**src/sv/slsc_pkg.sv**
```systemverilog
// Shared types and constants for the shell line syntax checker.
// No dependencies; imported by slsc_step and shell_line_syntax_check.
`timescale 1ns / 1ps

package slsc_pkg;

    // character codes
    localparam logic [7:0] CH_EOL  = 8'h00;
    localparam logic [7:0] CH_TAB  = 8'h09;
    localparam logic [7:0] CH_NL   = 8'h0A;
    localparam logic [7:0] CH_SP   = 8'h20;
    localparam logic [7:0] CH_DQ   = 8'h22;
    localparam logic [7:0] CH_SQ   = 8'h27;
    localparam logic [7:0] CH_LT   = 8'h3C;
    localparam logic [7:0] CH_GT   = 8'h3E;
    localparam logic [7:0] CH_PIPE = 8'h7C;

    // open quote
    localparam logic [1:0] Q_NONE   = 2'd0;
    localparam logic [1:0] Q_SINGLE = 2'd1;
    localparam logic [1:0] Q_DOUBLE = 2'd2;

    // redirection run
    localparam logic [1:0] R_NONE = 2'd0;
    localparam logic [1:0] R_IN   = 2'd1;
    localparam logic [1:0] R_OUT  = 2'd2;

    localparam logic [1:0] RUN_MAX = 2'd2;
    localparam logic [1:0] RUN_SAT = 2'd3;

    // verdict codes
    localparam logic [1:0] ERR_NONE  = 2'd0;
    localparam logic [1:0] ERR_QUOTE = 2'd1;
    localparam logic [1:0] ERR_PIPE  = 2'd2;
    localparam logic [1:0] ERR_REDIR = 2'd3;

    typedef struct packed {
        logic [1:0] quote_mode;
        logic       seen_text;
        logic       pipe_wait;
        logic [1:0] redir_kind;
        logic [1:0] redir_count;
        logic       redir_gap;
        logic       pipe_fault;
        logic       redir_fault;
    } t_state;

    typedef struct packed {
        logic       eol;
        logic       line_ok;
        logic [1:0] error_kind;
    } t_verdict;

endpackage

```
**src/sv/shell_line_syntax_check.sv**
```systemverilog
// Shell command line syntax checker, top level.
// Depends on slsc_pkg and slsc_step.
//
// Usage:
//   Input channel (i_in_valid / o_in_stall / i_line_byte) takes one byte of a
//   command line per transfer. A zero byte ends the line. Every other byte
//   only updates the scan state and yields nothing.
//   Output channel (o_out_valid / i_out_stall / o_line_ok / o_error_kind)
//   carries one verdict per line: error_kind 0 none, 1 unclosed quote,
//   2 bad pipe, 3 bad redirection; line_ok is 1 only for kind 0.
// Throughput: one byte per cycle, sustained, including back-to-back lines, while the output is not stalled.
// Path: a terminating byte goes from the input register through the scan logic
//   into the verdict register, where its verdict is shown at the output.
// Stall: while a verdict waits in the output register, ordinary bytes keep
//   flowing; only the next terminating byte is held in the input register,
//   and the input stalls until the verdict is taken.
// Reset (i_rst_n low, synchronous): scan state cleared, both registers empty.
`timescale 1ns / 1ps

module shell_line_syntax_check (
    input  logic       i_clk,
    input  logic       i_rst_n,
    input  logic       i_in_valid,
    output logic       o_in_stall,
    input  logic [7:0] i_line_byte,
    output logic       o_out_valid,
    input  logic       i_out_stall,
    output logic       o_line_ok,
    output logic [1:0] o_error_kind
);
    import slsc_pkg::*;

    logic       r_in_valid;
    logic [7:0] r_in_byte;
    t_state     r_state;
    t_state     n_state;
    t_verdict   verdict;
    logic       r_out_valid;
    logic       r_line_ok;
    logic [1:0] r_error_kind;
    logic       out_free;
    logic       advance;
    logic       in_take;

    slsc_step u_step (
        .i_state   (r_state),
        .i_byte    (r_in_byte),
        .o_next    (n_state),
        .o_verdict (verdict)
    );

    assign out_free   = !r_out_valid || !i_out_stall;
    // a byte leaves the input register unless it is a line end facing a full, stalled output
    assign advance    = r_in_valid && (!verdict.eol || out_free);
    assign o_in_stall = r_in_valid && !advance;
    assign in_take    = i_in_valid && !o_in_stall;

    always_ff @(posedge i_clk) begin
        if (!i_rst_n) begin
            r_in_valid <= 1'b0;
        end else if (in_take) begin
            r_in_valid <= 1'b1;
        end else if (advance) begin
            r_in_valid <= 1'b0;
        end
    end

    always_ff @(posedge i_clk) begin
        if (in_take) begin
            r_in_byte <= i_line_byte;
        end
    end

    always_ff @(posedge i_clk) begin
        if (!i_rst_n) begin
            r_state <= '0;
        end else if (advance) begin
            r_state <= n_state;
        end
    end

    always_ff @(posedge i_clk) begin
        if (!i_rst_n) begin
            r_out_valid <= 1'b0;
        end else if (advance && verdict.eol) begin
            r_out_valid <= 1'b1;
        end else if (!i_out_stall) begin
            r_out_valid <= 1'b0;
        end
    end

    always_ff @(posedge i_clk) begin
        if (advance && verdict.eol) begin
            r_line_ok    <= verdict.line_ok;
            r_error_kind <= verdict.error_kind;
        end
    end

    assign o_out_valid  = r_out_valid;
    assign o_line_ok    = r_line_ok;
    assign o_error_kind = r_error_kind;

    // a fresh verdict comes only from a line end that just left the input register
    a_verdict_from_eol: assert property (@(posedge i_clk) disable iff (!i_rst_n)
        $rose(r_out_valid) |-> $past(r_in_valid && r_in_byte == CH_EOL))
        else $error("verdict without a line end");

    a_ok_matches_kind: assert property (@(posedge i_clk) disable iff (!i_rst_n)
        r_out_valid |-> (r_line_ok == (r_error_kind == ERR_NONE)))
        else $error("line_ok disagrees with error_kind");

    a_state_cleared: assert property (@(posedge i_clk) disable iff (!i_rst_n)
        (advance && verdict.eol) |=> (r_state == '0))
        else $error("scan state not cleared after line end");

    a_run_idle: assert property (@(posedge i_clk) disable iff (!i_rst_n)
        (r_state.redir_kind == R_NONE) |->
            (r_state.redir_count == 2'd0 && !r_state.redir_gap))
        else $error("redirection run fields set with no run open");

    a_no_drop: assert property (@(posedge i_clk) disable iff (!i_rst_n)
        (r_in_valid && !advance) |=> (r_in_valid && $stable(r_in_byte)))
        else $error("held line end lost");

endmodule

```
**src/sv/slsc_step.sv**
```systemverilog
// Next-state and verdict logic for one line byte.
// Depends on slsc_pkg.
`timescale 1ns / 1ps

module slsc_step (
    input  slsc_pkg::t_state   i_state,
    input  logic [7:0]         i_byte,
    output slsc_pkg::t_state   o_next,
    output slsc_pkg::t_verdict o_verdict
);
    import slsc_pkg::*;

    logic       quoted;
    logic       blank;
    logic       pf;
    logic       rf;
    logic [7:0] run_ch;

    assign quoted = (i_state.quote_mode != Q_NONE);
    assign blank  = (i_byte == CH_SP) || (i_byte == CH_TAB) || (i_byte == CH_NL);
    assign run_ch = (i_state.redir_kind == R_IN) ? CH_LT : CH_GT;

    always_comb begin
        o_next               = i_state;
        o_verdict.eol        = 1'b0;
        o_verdict.line_ok    = 1'b0;
        o_verdict.error_kind = ERR_NONE;
        pf                   = i_state.pipe_fault | i_state.pipe_wait;
        rf                   = i_state.redir_fault | (i_state.redir_kind != R_NONE);

        if (i_byte == CH_EOL) begin
            o_verdict.eol = 1'b1;
            if (quoted) begin
                o_verdict.error_kind = ERR_QUOTE;
            end else if (pf) begin
                o_verdict.error_kind = ERR_PIPE;
            end else if (rf) begin
                o_verdict.error_kind = ERR_REDIR;
            end
            o_verdict.line_ok = (o_verdict.error_kind == ERR_NONE);
            o_next = '0;
        end else begin
            // pipe checks
            if (!blank) begin
                if (i_state.pipe_wait) begin
                    if (i_byte == CH_PIPE) begin
                        o_next.pipe_fault = 1'b1;
                    end
                    o_next.pipe_wait = 1'b0;
                end
                if (i_byte == CH_PIPE && !quoted) begin
                    if (!i_state.seen_text) begin
                        o_next.pipe_fault = 1'b1;
                    end
                    o_next.pipe_wait = 1'b1;
                end
                o_next.seen_text = 1'b1;
            end

            // redirection run: extend, gap, close, or open
            if (i_state.redir_kind != R_NONE) begin
                if (i_byte == run_ch && !i_state.redir_gap) begin
                    if (i_state.redir_count != RUN_SAT) begin
                        o_next.redir_count = i_state.redir_count + 2'd1;
                    end
                    if (o_next.redir_count > RUN_MAX) begin
                        o_next.redir_fault = 1'b1;
                    end
                end else if (blank) begin
                    o_next.redir_gap = 1'b1;
                end else begin
                    if (i_byte == CH_PIPE || i_byte == CH_LT || i_byte == CH_GT) begin
                        o_next.redir_fault = 1'b1;
                    end
                    o_next.redir_kind  = R_NONE;
                    o_next.redir_count = 2'd0;
                    o_next.redir_gap   = 1'b0;
                end
            end
            if (o_next.redir_kind == R_NONE && !quoted &&
                (i_byte == CH_LT || i_byte == CH_GT)) begin
                o_next.redir_kind  = (i_byte == CH_LT) ? R_IN : R_OUT;
                o_next.redir_count = 2'd1;
                o_next.redir_gap   = 1'b0;
            end

            // quote tracking
            if (i_byte == CH_SQ || i_byte == CH_DQ) begin
                if (i_state.quote_mode == Q_NONE) begin
                    o_next.quote_mode = (i_byte == CH_SQ) ? Q_SINGLE : Q_DOUBLE;
                end else if (i_state.quote_mode == ((i_byte == CH_SQ) ? Q_SINGLE : Q_DOUBLE)) begin
                    o_next.quote_mode = Q_NONE;
                end
            end
        end
    end

endmodule
```
**config.mk**
```make
export PLATFORM = sky130hd
export DESIGN_NAME = shell_line_syntax_check
export DESIGN_NICKNAME = d
export VERILOG_FILES = /design/src/sv/slsc_pkg.sv /design/src/sv/shell_line_syntax_check.sv /design/src/sv/slsc_step.sv
export SDC_FILE = /design/constraint.sdc
export NUM_CORES = 1
export LEC_CHECK = 0
export ABC_CLOCK_PERIOD_IN_PS = 2000
export BUFFER_PORTS_ARGS = -buffer_cell sky130_fd_sc_hd__buf_2
export CORE_ASPECT_RATIO = 0.7
export CORE_MARGIN = 8
export CORE_UTILIZATION = 28
export DETAILED_ROUTE_END_ITERATION = 12
export HOLD_SLACK_MARGIN = 0.02
export PLACE_DENSITY = 0.52
export RECOVER_POWER = 25
export SLEW_MARGIN = 20
export SYNTH_ARGS = -nofsm -noshare
export SYNTH_HDL_FRONTEND = slang
export SYNTH_SLANG_ARGS = --single-unit
export TNS_END_PERCENT = 50
```
**constraint.sdc**
```tcl
create_clock -name i_clk -period 2 [get_ports i_clk]
set_input_delay 0.4 -clock i_clk [delete_from_list [all_inputs] [get_ports i_clk]]
set_output_delay 0.4 -clock i_clk [all_outputs]
set_load 0.005 [all_outputs]
```
==> summary.txt <==
Post-synth EDFFs - 11
routed wl met2 - 1.269 mm
H-tree depth - 1
status - finished with violations
Worst EP required - 1.60 ns
CTS Buf Count - 3
GRT Total Usage - 9.312%
initial antenna violation count - 0
Placed Instances - 210
Final HPWL DP - 2.313 mm
# fillers - 418
first-pass GRT wire length - 5.030 mm
syn_nets - 129
Vias - 1079
sequential fraction of the synthesis area - 48.81%
fin crit period - 2.146 ns
CP bufs+invs - 3
Synth cell types - 45
IO Port Bufs - 16
Final GP Congestion - 0.8037
highest achievable clock rate - 0.4660 GHz
# IOs - 17
P_leak - 0.6808 nW
clock tree buffer depth - 2
Inserted Diodes - 0
Core Region - 4254 sq um
layout overhead on the synthesized area - 36.30%
Die Y - 71 um
top cell type by total area after synthesis - edfxtp_1
synthesized cell area - 1210 sq um
critical path capture point type - output pin
vias in the first global route - 1072
critical path peak fanout - 3
Cell Area, Placed - 1516 sq um
Synthesis Warnings - 0
Hold Vio Cnt, Final - 0
die area - 6714 sq um
CP max-delay cell - edfxtp_1
final worst slack - -0.1457 ns
First-pass DRT Iterations - 4
Async SR Flop Fraction - 0%
hold crit path type - in2reg
Slew headroom - 54.44%
Top Layer Used - met4
CP top delay family - simple AND/OR/NAND/NOR gates
fin crit share - 107.3%
Die W - 94.57 um
crit-path cells - or3_4 -> buf_6 -> nor3_4 -> nand2_1 -> nor2_1 -> buf_4 -> buf_6
1st-iter DRT viols - 77
Final Max Tran Viols - 0
Final Routed Wirelength - 3.009 mm
Mean Syn Cell Area - 10.34 sq um
count leader, synth - nor2_1
synthesized flop and latch total - 24
share of cells above drive strength 1 - 43.29%
fin area - 1649 sq um
vias per inst - 4.927
number of remaining DRC errors - 0
failing checks - negative setup slack
Sink Count - 24
CTS root buffer - clkbuf_8
Post-Syn Instances - 117
RSZ-0062 raised after global routing - true
wire length on met1 - 1.486 mm
Critical Path Start Type - register
grt ovf - 0
worst setup path category - reg2out
largest net degree at the start of global routing - 14
Fin Clk Skew - 0.004305 ns
worst-margin pin slew - 0.6820 ns
# setup viols final - 4
WL met3 - 221 um
pwr dens - 582.4 nW/um^2
clock slew at reported path FFs - 0.09 ns
Primary FF master, synth - dfxtp_1
CTS tree - yes
antenna violation net count after detailed routing - 0
Commonest cells post-synth - nor2_1, dfxtp_1, edfxtp_1, nand2_1, nor2b_1
VDD IR max - 0.0002105 V
Starting Density - 28.44%
most frequent CP cell - buf_6
Area contributors post-synth - edfxtp_1, dfxtp_1, nor2_1
Worst Path Arrival - 1.75 ns
Clock Latency Late Sink - 0.27 ns
nets - 177
Max-Cap Viols - 0
Finished Layout Cells - 219
Wirelength per Cell - 13.74 um
Max stage delay on crit path - 0.40 ns
# rows - 20
share of the synthesized area in the top cell type - 27.30%
==> what timing repair did <==
item / 4_1_cts / 5_1_grt
endpoints found under the setup margin: 4 / 10
pin swaps: 3 / 2
hold buffers: 0 / 0
gates resized for setup: 9 / 4
setup buffers: 4 / 1
==> path summary, 6_finish.rpt <==
kind / from / endpoint / slack, ns / cells after the start
hold / removal: i_line_byte[2] / r_in_byte[2] / 0.30 / 1
hold reg to reg: r_state[1] / r_state[1] / 0.48 / 2
setup / recovery: r_in_byte[6] / o_in_stall / -0.15 / 7
setup reg to reg: r_in_byte[6] / r_state[3] / -0.05 / 7
==> layout make-up <==
type	count	area, sq um	area share (%)
multi-input cells	88	621.8	37.71
flip-flops and latches	24	590.6	35.81
well taps	55	68.82	4.173
repair buffers	46	315.3	19.12
clock inverters	1	3.754	0.2276
clock buffers	3	41.29	2.504
inverters	2	7.507	0.4552
==> routing by layer <==
layer	up-vias	track usage (%)
met5	-	0
met4	0	2.069
met3	6	3.805
met2	34	13.23
met1	508	12.68
li1	531	-
==> stage by stage <==
| stage | setup TNS (ns) | utilization, % | setup WS (ns) | power, mW | hold WS, ns |
|---|---|---|---|---|---|
| CTS | -0.1886 | 38.32 | -0.1545 | 0.9660 | 0.2969 |
| detailed placement | -0.05757 | 35.65 | -0.04945 | 0.6587 | 0.4667 |
| floorplan | -0.03265 | - | -0.03008 | 0.6001 | 0.4374 |
| global route | -1.074 | 38.76 | -0.2787 | 1.005 | 0.2908 |
| global placement | 0 | 35.65 | 0.04165 | 0.6572 | 0.4562 |
| finish | -0.2284 | 38.76 | -0.1457 | 0.9605 | 0.3009 |
==> kinds of logic after synthesis <==
logic type / Yosys count / synth area share (%)
DFF: 24 / 48.81
xor gates and xnor gates: 2 / 1.448
AOI/OAI and AO/OA: 25 / 17.48
and+or+nand+nor: 58 / 26.68
muxes: 3 / 2.482
buffers and inverters: 5 / 3.103
==> flip-flops by register name, summed over array words and instances, names as in the netlist <==
name and cells:
r_state 11, o_line_ok 1, r_in_byte 8, r_in_valid 1, o_error_kind 2, o_out_valid 1
==> layout by cell type, fill, tap and decap left out, types with 2 or more instances in the layout <==
cell      Yosys  layout
buf_4         1      29
xnor2_1       2       2
o211a_1       2       2
a21oi_1       3       2
nor2b_1       7       6
nor2_1       14      12
inv_1         2       2
or2_2         4       4
dfxtp_1      13      13
nand3_1       4       4
a31oi_1       2       2
edfxtp_1     11      11
nor3_1        3       2
mux2i_1       3       3
nor2_2        0       2
buf_2         0      15
a22oi_1       2       2
o21a_1        3       3
nand2_1       9       9
and3_1        3       3
buf_6         2       2
or3_4         1       3
clkbuf_8      0       3
==> report_power, final <==
part           internal (mW)  leakage, nW  switching, mW
combinational         0.0714        0.449         0.0581
clock                  0.137       0.0231          0.155
sequential             0.529        0.209        0.00963
total                  0.738        0.681          0.223
No activity file was read; power rests on OpenSTA's default activity.
